--- src/rtl/ndm_ram.sv ---
// Generic single-write, single-read RAM with a registered read port.
module ndm_ram #(
   parameter int WIDTH = 16,
   parameter int DEPTH = 128
) (
   input  logic                                     clock,
   input  logic                                     we,
   input  logic [(DEPTH > 1 ? $clog2(DEPTH) : 1)-1:0] waddr,
   input  logic [WIDTH-1:0]                         wdata,
   input  logic [(DEPTH > 1 ? $clog2(DEPTH) : 1)-1:0] raddr,
   output logic [WIDTH-1:0]                         rdata
);
   logic [WIDTH-1:0] mem [DEPTH];
   logic [WIDTH-1:0] rdata_ff;

   always_ff @(posedge clock) begin
      if (we) begin
         mem[waddr] <= wdata;
      end
      rdata_ff <= mem[raddr];
   end

   assign rdata = rdata_ff;

endmodule

--- config.mk ---
export PLATFORM = sky130hd
export DESIGN_NAME = ndm_ram
export DESIGN_NICKNAME = d
export VERILOG_FILES = /design/src/rtl/ndm_ram.sv
export SDC_FILE = /design/constraint.sdc
export NUM_CORES = 2
export LEC_CHECK = 0
export BUFFER_PORTS_ARGS = -buffer_cell sky130_fd_sc_hd__buf_2
export CAP_MARGIN = 0
export CORE_MARGIN = 8
export CORE_UTILIZATION = 40
export CTS_BUF_LIST = sky130_fd_sc_hd__clkbuf_16
export DETAILED_ROUTE_END_ITERATION = 10
export GPL_ROUTABILITY_DRIVEN = 0
export PLACE_DENSITY = 0.63
export SETUP_SLACK_MARGIN = 0.3
export SYNTH_ARGS = -nofsm -noshare
export SYNTH_HDL_FRONTEND = slang
export SYNTH_SLANG_ARGS = --single-unit
--- constraint.sdc ---
create_clock -name clock -period 2.7 [get_ports clock]
set_input_delay 0.135 -clock clock [delete_from_list [all_inputs] [get_ports clock]]
set_output_delay 0.135 -clock clock [all_outputs]
set_load 0.02 [all_outputs]
# --- Yosys cells after proc, flatten, opt, wreduce, memory -nomap -nowiden ---
# Memories as Yosys holds them, arrays and structs flattened. A register that Yosys moved wholly into a read port is not among the register bits.
# Cells that the tools add are included.
totals:
  ramBits: 2048
  wordCells: 3
  mem_count: 1
  ff_bits: 0
  in_bits: 32
classes:
  n_mux: 2
mem_list:
  columns: ["memory", "words", "width", "rd", "rd_ports_with_merged_regs", "wr", "line_no", "text"]
  rows:
  - ["mem", 128, 16, 1, 1, 1, "13", "logic [WIDTH-1:0] mem [DEPTH];"]
op_table:
  columns: ["cell", "count"]
  rows:
  - ["1-bit two-way mux", 2]

# --- Logic depth before layout (Yosys ltp) ---
logic_depth:
  depth_word: 2
  mapped_depth: 7

# --- Worst setup path before layout ---
# OpenSTA, ideal clock, no wires.
synth_timing:
  path_type: "input to register"
  startpoint: "input raddr[0] (netlist name)"
  endpoint: "register rdata_ff[0], in the netlist rdata[0] (read register of mem)"
  setup_slack_ns: 0.070
  arrival_time_ns: 2.509
  required_ns: 2.579
  cell_stages: 6
  setup_time_ns: 0.121
  cell_sequence: "buf_2 buf_1 mux4_2 mux4_2 mux4_2 mux2_2"
synth_lines:
  columns: ["element", "line_no", "text"]
  rows:
  - ["start: declaration", "10", "input logic [(DEPTH > 1 ? $clog2(DEPTH) : 1)-1:0] raddr,"]
  - ["end: declaration", "14", "logic [WIDTH-1:0] rdata_ff;"]

==> results.md <==
* Worst Max-Slew Pin Slew at 1.14 ns
* CP max stage cell: mux4_2
* Compound-Gate Fraction of Synth Area at 0%
* # nets final at 3569
* Syn Inst Count at 3086
* Clock sinks at 2064
* # rows at 162
* CTS tree: done
* GRT Util Overall at 17.8%
* Pint at 52.4 mW
* Max Clock Skew at 0.0397 ns
* Sequential Power Share at 53.4%
* Vias in the first global route at 36300
* Final hold viol count at 0
* Max transition margin at 23.7%
* DRC errors left at 0
* CP required at 3.41 ns
* CP endpoint kind: flip-flop
* Sequential element share of the synthesized area at 78.7%
* Area fraction in and, or, nand and nor cells after synthesis at 0.888%
* Power share of the clock group at 41.2%
* Final Max Slew Viols at 0
* Die area at 211000 sq um
* Largest net degree at the start of global routing at 129
* Syn Std Cell Area at 78500 sq um
* Setup Crit Path Kind: reg2reg
* Die W at 459 um
* Arrival time of the worst setup path at 3.22 ns
* Status: completed
* Via count at 35600
* Root Driver: clkbuf_16
* Unrepaired setup endpoints after global routing: yes
* Most used cell along the critical path: mux4_2
* Adder-cell share of the synthesized area at 0%
* CORE AREA at 195000 sq um
* Synthesized flop and latch total at 2064
* Crit-path cells: mux4_2 > mux4_2 > mux4_2 > mux2_2
* First-pass GRT wire length at 271000 um
* Crit-path max FO at 1
* XOR/XNOR share of the synthesized area at 0%
* Power density cells at 720 nW/um^2
* Main combinational cell family by area after synthesis: multiplexers
* CTS Buf Count at 200
* Gate power share at 5.4%
* Tcrit/Tclk final at 93.0%
* P_sw at 14.0 mW
* Max clock buf depth at 3
* Post-route ant nets at 0
* Switch share at 21.1%
* Synth Warn # at 0
* Minimum clock period after layout at 2.51 ns
* Most frequent cells in the layout: 2048 x edfxtp_1, 672 x mux4_2, 258 x buf_4
* Routed wire per std cell at 29.9 um
* Min-Delay Path Class: in2reg
* IR drop worst, VDD at 0.656 mV
* Clk Latency, worst-skew pair at 0.83 ns
* Final instance area at 92300 sq um
* Proportion of layout cells with a drive suffix above 1 at 39.1%
* Total power at 66.4 mW
* Post-synthesis mux area share at 19.5%
* Drt total wl at 190000 um
* Vias per inst at 5.62
* H-Tree Depth at 4
* Syn Nets at 3118
* Hold Worst Slack at 0.0507 ns
* Ports at 48
* Peak Freq at 398 MHz
* PortBufs at 47
* Final setup violation count at 0
* Dpl hpwl at 115000 um
* Die height at 459 um
* Max Cap Viol at 0
* Cell variety after synth at 17
* GRT Residual Overflow at 0
* Post-DP Area at 85600 sq um
* Initial antenna violation count at 29
* DR pass1 iterations at 6
* Post-layout util at 47.3%
* Mapped Avg Cell Area at 25.4 sq um
* Most common cell after layout, fill and taps aside: edfxtp_1
* Clk slew on worst S/H paths at 0.06 ns
* Max stage delay on crit path at 0.63 ns
* Area Growth Syn to Fin at 17.5%
* Initial Util at 40.3%
* DRT iter0 DRCs at 4049
* Leakage power at 28.8 nW
* CP startpoint kind: flip-flop
==> cell usage after synthesis, drive strengths merged <==
cell type	count	area share (%)
edfxtp	2048	78
mux4	672	19
nor2	122	0.58
buf	82	0.49
clkbuf	82	0.39
dfxtp	16	0.41
mux2	16	0.23
nand2	14	0.067
nand3	12	0.076
nor3	9	0.057
nor2b	7	0.056
nand4	3	0.024
nand2b	2	0.016
or3	1	0.0080
==> final timing paths <==
check	start	endpoint	slack, ns	cells after the start
max reg2reg	mem[69][0]$_DFFE_PP_	rdata[0]$_DFF_P_	0.19	4
max	mem[69][0]$_DFFE_PP_	rdata[0]$_DFF_P_	0.19	4
min	wdata[8]	mem[67][8]$_DFFE_PP_	0.05	1
min reg2reg	mem[120][1]$_DFFE_PP_	rdata[1]$_DFF_P_	1.10	4
==> power groups by stage <==
stage | Combinational (mW) | Sequential, mW | Clock, mW
6_report | 3.57 | 35.5 | 27.4
5_1_grt | 3.76 | 35.5 | 29.0
4_1_cts | 3.62 | 35.5 | 27.8
3_5_place_dp | 3.59 | 36.2 | 0
3_3_place_gp | 3.54 | 36.2 | 0
2_1_floorplan | 1.81 | 36.2 | 0
==> sequential cells by signal (all words and copies together) (netlist names) <==
register,flops
rdata,16
mem,2048
==> worst max-delay path, delay by kind of cell, from the launching register on <==
| family | cells | cell delay [ns] |
|---|---|---|
| mux | 4 | 2.04 |
| flops | 1 | 0.36 |
==> stage by stage <==
step | cells | TNS, ns | setup slack [ns]
finish | 6341 | 0 | 0.188
global placement | 5942 | -4.76 | -0.368
global route | 6340 | 0 | 0.166
floorplan | 3086 | 0 | 0.309
CTS | 6334 | 0 | 0.172
detailed placement | 5942 | -4.81 | -0.363
==> kinds of logic after synthesis <==
family                 after synthesis
flip-flops                        2064
multiplexers                       688
buffers and inverters              164
AND/OR/NAND/NOR                    170
==> repair_timing <==
action / CTS / global route
gates resized for setup: 1 / 2
hold buffers: 17 / 0
setup buffers: 0 / 0
endpoints found under the hold margin: 978 / 0
setup endpoints to repair: 16 / 16
==> final cells by class <==
cell class | instances | area (sq um)
Fill cell | 15600 | 103000
Sequential cell | 2064 | 61800
Antenna cell | 7 | 17.5
Clock buffer | 201 | 5030
Multi-Input combinational cell | 858 | 16200
Tap cell | 2624 | 3280
Clock inverter | 174 | 1420
Timing Repair Buffer | 413 | 4440
==> per-layer routing <==
metal | up-vias | GRT usage [%] | share of wire (%)
met3 | 259 | 3.55 | 8.0
met1 | 19500 | 24.5 | 40
li1 | 14400 | - | -
met5 | - | 0 | 0.025
met4 | 6 | 5.13 | 2.5
met2 | 1470 | 29.0 | 49
(Power assumes the default switching activity.)
