## src/rtl/ndm_pkg.sv

```systemverilog
// Shared types and constants of the nearest descriptor matcher.
package ndm_pkg;

   localparam int DIST_W = 41;
   localparam logic [DIST_W-1:0] DIST_MAX = {DIST_W{1'b1}};
   localparam logic [DIST_W-1:0] THRESHOLD_RESET = 41'd96636764;
   localparam logic [6:0] COUNT_RESET = 7'd1;
   localparam int ABS_LIMIT_W = 21;

   typedef enum logic {
      OP_GALLERY = 1'b0,
      OP_QUERY   = 1'b1
   } op_type;

   typedef enum logic {
      CSR_CANDIDATE_COUNT = 1'b0,
      CSR_MATCH_THRESHOLD = 1'b1
   } csr_index_type;

   typedef struct packed {
      op_type             op;
      logic [5:0]         entry_index;
      logic [6:0]         component_index;
      logic signed [15:0] component_value;
      logic               query_last;
   } req_type;

   typedef struct packed {
      logic [5:0]        best_index;
      logic [DIST_W-1:0] best_distance_sq;
      logic              match_found;
   } rsp_type;

   typedef struct packed {
      logic valid;
      logic first;
      logic last;
   } mac_ctl_type;

endpackage

```

## src/rtl/ndm_mac.sv

```systemverilog
// Squared-distance datapath: subtract, magnitude, square, saturating accumulate.
module ndm_mac #(
   parameter int COMPONENT_BITS = 16,
   parameter int IDX_W = 6
) (
   input  logic                         clock,
   input  logic                         reset,
   input  ndm_pkg::mac_ctl_type         issue_ctl,
   input  logic [IDX_W-1:0]             issue_entry,
   input  logic [COMPONENT_BITS-1:0]    query_comp,
   input  logic [COMPONENT_BITS-1:0]    gallery_comp,
   output logic                         out_valid,
   output logic [ndm_pkg::DIST_W-1:0]   out_dist,
   output logic [IDX_W-1:0]             out_entry
);
   import ndm_pkg::*;

   localparam int CB = COMPONENT_BITS;

   mac_ctl_type s1_ctl_ff, s2_ctl_ff, s3_ctl_ff;
   logic [IDX_W-1:0] s1_entry_ff, s2_entry_ff, s3_entry_ff;
   logic [ABS_LIMIT_W-1:0] s2_abs_ff, s2_abs_in;
   logic s2_over_ff, s2_over_in, s3_over_ff;
   logic [2*ABS_LIMIT_W-1:0] s3_sq_ff, s3_sq_in;
   logic [DIST_W-1:0] acc_ff, acc_in;
   logic sat_ff, sat_in;
   logic out_valid_ff;
   logic [DIST_W-1:0] out_dist_ff, out_dist_in;
   logic [IDX_W-1:0] out_entry_ff;

   logic signed [CB:0] diff;
   logic [CB:0] abs_v;
   logic [63:0] abs_ext;
   logic [DIST_W-1:0] acc_base;
   logic [DIST_W+1:0] sum;

   // Stage 2 works on the registered RAM outputs.
   always_comb begin
      diff = $signed({query_comp[CB-1], query_comp}) -
             $signed({gallery_comp[CB-1], gallery_comp});
      abs_v = diff[CB] ? (CB+1)'(-diff) : (CB+1)'(diff);
      abs_ext = 64'(abs_v);
      s2_over_in = abs_ext > 64'(DIST_MAX >> (DIST_W - ABS_LIMIT_W));
      s2_abs_in = abs_ext[ABS_LIMIT_W-1:0];
   end

   assign s3_sq_in = (2*ABS_LIMIT_W)'(s2_abs_ff) * (2*ABS_LIMIT_W)'(s2_abs_ff);

   // A saturated entry stays saturated until its first component restarts the sum.
   always_comb begin
      acc_base = s3_ctl_ff.first ? '0 : acc_ff;
      sum = (DIST_W+2)'(acc_base) + (DIST_W+2)'(s3_sq_ff);
      sat_in = ((s3_ctl_ff.first ? 1'b0 : sat_ff) | s3_over_ff |
                (sum > (DIST_W+2)'(DIST_MAX)));
      acc_in = sum[DIST_W-1:0];
      out_dist_in = sat_in ? DIST_MAX : sum[DIST_W-1:0];
   end

   always_ff @(posedge clock) begin
      if (reset) begin
         s1_ctl_ff <= '0;
         s2_ctl_ff <= '0;
         s3_ctl_ff <= '0;
         out_valid_ff <= 1'b0;
      end else begin
         s1_ctl_ff <= issue_ctl;
         s2_ctl_ff <= s1_ctl_ff;
         s3_ctl_ff <= s2_ctl_ff;
         out_valid_ff <= s3_ctl_ff.valid & s3_ctl_ff.last;
      end
      s1_entry_ff <= issue_entry;
      s2_entry_ff <= s1_entry_ff;
      s2_abs_ff <= s2_abs_in;
      s2_over_ff <= s2_over_in;
      s3_entry_ff <= s2_entry_ff;
      s3_sq_ff <= s3_sq_in;
      s3_over_ff <= s2_over_ff;
      if (s3_ctl_ff.valid) begin
         acc_ff <= acc_in;
         sat_ff <= sat_in;
         out_dist_ff <= out_dist_in;
         out_entry_ff <= s3_entry_ff;
      end
   end

   assign out_valid = out_valid_ff;
   assign out_dist = out_dist_ff;
   assign out_entry = out_entry_ff;

endmodule

```

## config.mk

```make
export PLATFORM = sky130hd
export DESIGN_NAME = ndm_mac
export DESIGN_NICKNAME = d
export VERILOG_FILES = /design/src/rtl/ndm_pkg.sv /design/src/rtl/ndm_mac.sv
export SDC_FILE = /design/constraint.sdc
export NUM_CORES = 1
export LEC_CHECK = 0
export BUFFER_PORTS_ARGS = -buffer_cell sky130_fd_sc_hd__buf_2
export CAP_MARGIN = 20
export CORE_AREA = 2 2 195 197
export DETAILED_ROUTE_END_ITERATION = 10
export DIE_AREA = 0 0 197 199
export GPL_ROUTABILITY_DRIVEN = 0
export HOLD_SLACK_MARGIN = 0.12
export PLACE_DENSITY_LB_ADDON = 0.3
export SYNTH_ARGS = -nofsm -noshare
export SYNTH_HDL_FRONTEND = slang
export SYNTH_SLANG_ARGS = --single-unit
```

## constraint.sdc

```tcl
create_clock -name clock -period 14.2 [get_ports clock]
set_input_delay 0 -clock clock [delete_from_list [all_inputs] [get_ports clock]]
set_output_delay 0 -clock clock [all_outputs]
set_load 0.02 [all_outputs]
```

* Yosys cells after proc, flatten, opt, wreduce, memory -nomap -nowiden
Cells that the tools add are included.
Operators by class: add/sub/neg operators 3, multiply operators 1, $lt $le $gt $ge 1, mux-type cells 3, bitwise logic cells 2
Operator list (number):
- 43-bit by 41-bit > comparator with 1-bit output (second input constant) | 1
- 41-bit by 34-bit adder with 42-bit output | 1
- 41-bit 2-to-1 mux | 1
- 17-bit by 17-bit multiplier with 34-bit output | 1
- 17-bit negation | 1
- 16-bit by 16-bit subtractor with 17-bit output | 1
- 16-bit 2-to-1 mux | 1
- 1-bit AND | 1
- 1-bit 2-to-1 mux | 1
- 1-bit OR | 1
Word-level totals: register bits 168

* Longest topological paths before layout
depth in word-level cells 4, mapped depth 24, mapped depth without buffers 23

* Worst setup path before layout
OpenSTA, ideal clock, no wires.
path type reg2reg, start point reg s2_abs_ff[2], end point reg s3_sq_ff[31], arrival time 6.213 ns, data required time 14.081 ns, setup slack 7.868 ns, stages on the path, launching flop included 21, period minus slack after synthesis 6.332 ns, path through dfxtp_1 clkbuf_1 nand2_1 fa_1 inv_1 fa_1 fa_1 fa_1 fa_1 inv_1 fa_1 inv_1 ha_1 clkbuf_1 a21o_1 a211o_1 or2_2 a2111o_1 a31o_2 a211oi_1 nor2_1
On the way: longest elaborated chain between the ends 1
RTL lines:
- start, declared | RTL line ndm_mac.sv:22 | logic [ABS_LIMIT_W-1:0] s2_abs_ff, s2_abs_in;
- start signal, assigned | RTL line ndm_mac.sv:73 | s2_abs_ff <= s2_abs_in;
- 17-bit by 17-bit multiplier with 34-bit output | RTL line ndm_mac.sv:47 | assign s3_sq_in = (2*ABS_LIMIT_W)'(s2_abs_ff) * (2*ABS_LIMIT_W)'(s2_abs_ff);
- net s3_sq_in[31] | RTL line ndm_mac.sv:24 | logic [2*ABS_LIMIT_W-1:0] s3_sq_ff, s3_sq_in;
- end signal, assigned | RTL line ndm_mac.sv:76 | s3_sq_ff <= s3_sq_in;
- end, declared | RTL line ndm_mac.sv:24
The timed path passes the listed nets, and every way through them passes these cells. A chain may end at the register's enable or synchronous reset.

* Worst setup path after layout
Ends and elaborated chain as after synthesis.

==> results.toml <==
[min_path]
hold_class = "in2reg"

[drt]
ant_nets = 0
wirelength_mm = 32.0
drc = 0
drt-initial-drc-count = 477
vias = 11200
dr.pass1.iters = 5
viasPerCell = 5.03
avgRoutedWirePerCell_um = 14.4

[yosys]
synth-xor-area-share = 0.0462
syn_area_sq_um = 16100
synthCells = 1636
synth_common_cells = "inv_1 (317), fa_1 (194), ha_1 (160)"
synthTopCellsByArea = "fa_1 (24%), edfxtp_1 (17%), ha_1 (12%)"
netlist.top_cell.by_area = "fa_1"
ys_seq_area_frac = 0.263
yosysMostFrequentCell = "inv_1"
syn_area_per_cell_sq_um = 9.85
async_flop_share = 0
yosysUniqueCellTypes = 66
synth_edf_count = 89
muxShareOfSynthArea = 0.00132
synth_top_family_by_area = "adder cells"
synth_top_area_share = 0.241
synth_compound_area_frac = 0.101
ys.warnings.count = 0
ys_ff_latch = 167
syn_nets = 2033
synth_adder_area_share = 0.365
synth_ff_type = "edfxtp_1"
synthSimpleGateAreaFrac = 0.140

[layout]
syn2layout_area_growth_pct = 10.9
nNetsFinal = 2129
fillCellCount = 3436
fin_util = 0.481
drive_above_1_share = 0.0848
final_area_sq_um = 17900
antenna_cells_inserted = 0

[placement]
numPortBuffers = 90
place_area_sq_um = 17100
dp_hpwl_mm = 25.7

[floorplanning]
rows = 71
dieArea_sq_um = 39200
fp.dieH_um = 199
start_util = 0.434
die_x_um = 197
core_sq_um = 37100
ios = 91

[global_route]
grt_use_total = 0.175
grt_pass1_wl_mm = 55.5
grt_max_degree = 61
grt_pass1_vias = 11700
grt-ovfl-total = 0
antenna_found_initial = 0

[worst_setup_path]
cp_slowest_cell = "dfxtp_1"
cp.arrival_ns = 6.92
end_kind = "register"
crit_required_ns = 14.54
crit_chain = "nand2_1, fa_1, inv_1, fa_1, fa_1, fa_1, fa_1, inv_1, fa_1, inv_1, ha_1, a21o_1, a211o_1, or2_2, a2111o_1, a31o_2, a211oi_1, nor2_1"
critPathKind = "reg2reg"
path_max_fanout = 18
cpMostUsedCell = "fa_1"
start_kind = "register"
cpPeakStageDelay_ns = 0.78

[clock_tree]
htreeDepth = 4
cts.reportedPaths.clkPinSlew_ns = 0.07
post_cts_buffers = 0
cts_buffer_depth = 2
clk_latency_ns = 0.45
numCtsBuffers = 17
clock_sinks = 167
root_buffer = "clkbuf_16"
cts_tree = "yes"

[sta]
rsz0062_at_grt = "false"
setup_tns_ns = 0
whs_ns = 0.138
finalHoldViolations = 0
fin_skew_ns = 0.0150
worst_pin_slew_ns = 0.751
drv_slew = 0
slew_headroom = 0.493
finalSetupViolCount = 0
final.min_clock_period_ns = 6.59
fin_crit_sh = 0.464
fmax_ghz = 0.152

[status]
status = "finished clean"

[run]
drv_cap = 0
==> layout make-up <==
cell class | instances | area (sq um) | area share
clock buffers | 17 | 425 | 0.0238
clock inverters | 15 | 175 | 0.00980
inverters | 317 | 1190 | 0.0666
multi-input cells | 1115 | 10600 | 0.590
flip-flops and latches | 167 | 4240 | 0.237
well taps | 474 | 593 | 0.0332
repair buffers | 114 | 698 | 0.0391
==> cells in the final DEF (no fill, tap or decap), drive strengths merged, types with 5 or more instances in the layout <==
master | synthesis | layout
buf | 9 | 95
and2 | 59 | 59
nor2 | 60 | 60
xor2 | 18 | 18
a21oi | 46 | 46
o21a | 16 | 16
xnor2 | 67 | 67
nand2 | 128 | 128
clkbuf | 28 | 17
or2 | 8 | 8
nor2b | 53 | 53
nand3b | 5 | 5
nand3 | 23 | 23
a31oi | 13 | 13
and3 | 14 | 14
edfxtp | 89 | 89
clkinv | 0 | 7
a21o | 28 | 28
ha | 160 | 160
o211ai | 11 | 11
nor4 | 5 | 5
o21ai | 46 | 46
nand4 | 6 | 6
o31ai | 6 | 6
dfxtp | 78 | 78
or4 | 5 | 5
a211oi | 13 | 13
o2111ai | 5 | 5
inv | 317 | 325
o21bai | 14 | 14
nand2b | 34 | 34
or3 | 6 | 6
fa | 194 | 194
dlygate4sd3 | 0 | 19
nor3 | 22 | 22
==> registers in the layout, indices dropped and copies added, names as in the netlist <==
name,count
s3_ctl_ff,3
s3_sq_ff,33
sat_ff,1
s2_abs_ff,17
s3_entry_ff,6
s1_ctl_ff,3
s2_ctl_ff,3
acc_ff,41
s2_entry_ff,6
out_dist,41
out_entry,6
out_valid,1
s1_entry_ff,6
==> metal layers <==
layer,share of wire,GRT usage
met5,0,0
met4,0.015,0.0476
met3,0.048,0.0319
met2,0.46,0.287
met1,0.48,0.238
==> through the flow <==
| stage | std cells | worst slack (ns) |
|---|---|---|
| after floorplan | 1636 | 7.87 |
| after detailed placement | 2168 | 7.58 |
| final | 2219 | 7.61 |
| after global routing | 2219 | 7.30 |
| after global placement | 2167 | 7.63 |
| after CTS | 2219 | 7.57 |
==> cell families (layout without fill, tap and decap cells) <==
logic type                 count (synthesis)  count (layout)
buffers and inverters                    354             463
muxes                                      2               2
AOI/OAI and AO/OA                        237             237
adders and majority gates                354             354
xor gates and xnor gates                  85              85
and+or+nand+nor                          437             437
DFF                                      167             167
==> path summary, 6_finish.rpt <==
kind / start / end / slack (ns) / cells past startpoint
min reg2reg: s2_entry_ff[1]$_DFF_P_ / s3_entry_ff[1]$_DFF_P_ / 0.33 / 0
max reg2reg: s2_abs_ff[2]$_DFF_P_ / s3_sq_ff[31]$_DFF_P_ / 7.61 / 18
min: query_comp[0] / s2_abs_ff[1]$_DFF_P_ / 0.14 / 6
max: s2_abs_ff[2]$_DFF_P_ / s3_sq_ff[31]$_DFF_P_ / 7.61 / 18
==> worst max-delay path: cells and delay by family, from the launching register on <==
kind                     cells  cell delay [ns]
AO/OA/AOI/OAI                5             1.43
adder cells (fa/ha/maj)      7             3.59
buffers and inverters        3             0.16
flip-flops                   1             0.78
AND/OR/NAND/NOR              3             0.51
==> timing repair <==
action,in CTS,in global routing
endpoints found under the hold margin,20,0
hold buffers,19,0
resized for setup,0,0
Power is not shown: default switching activity piles up to over one toggle a cycle in this logic, so the estimate is an artifact.
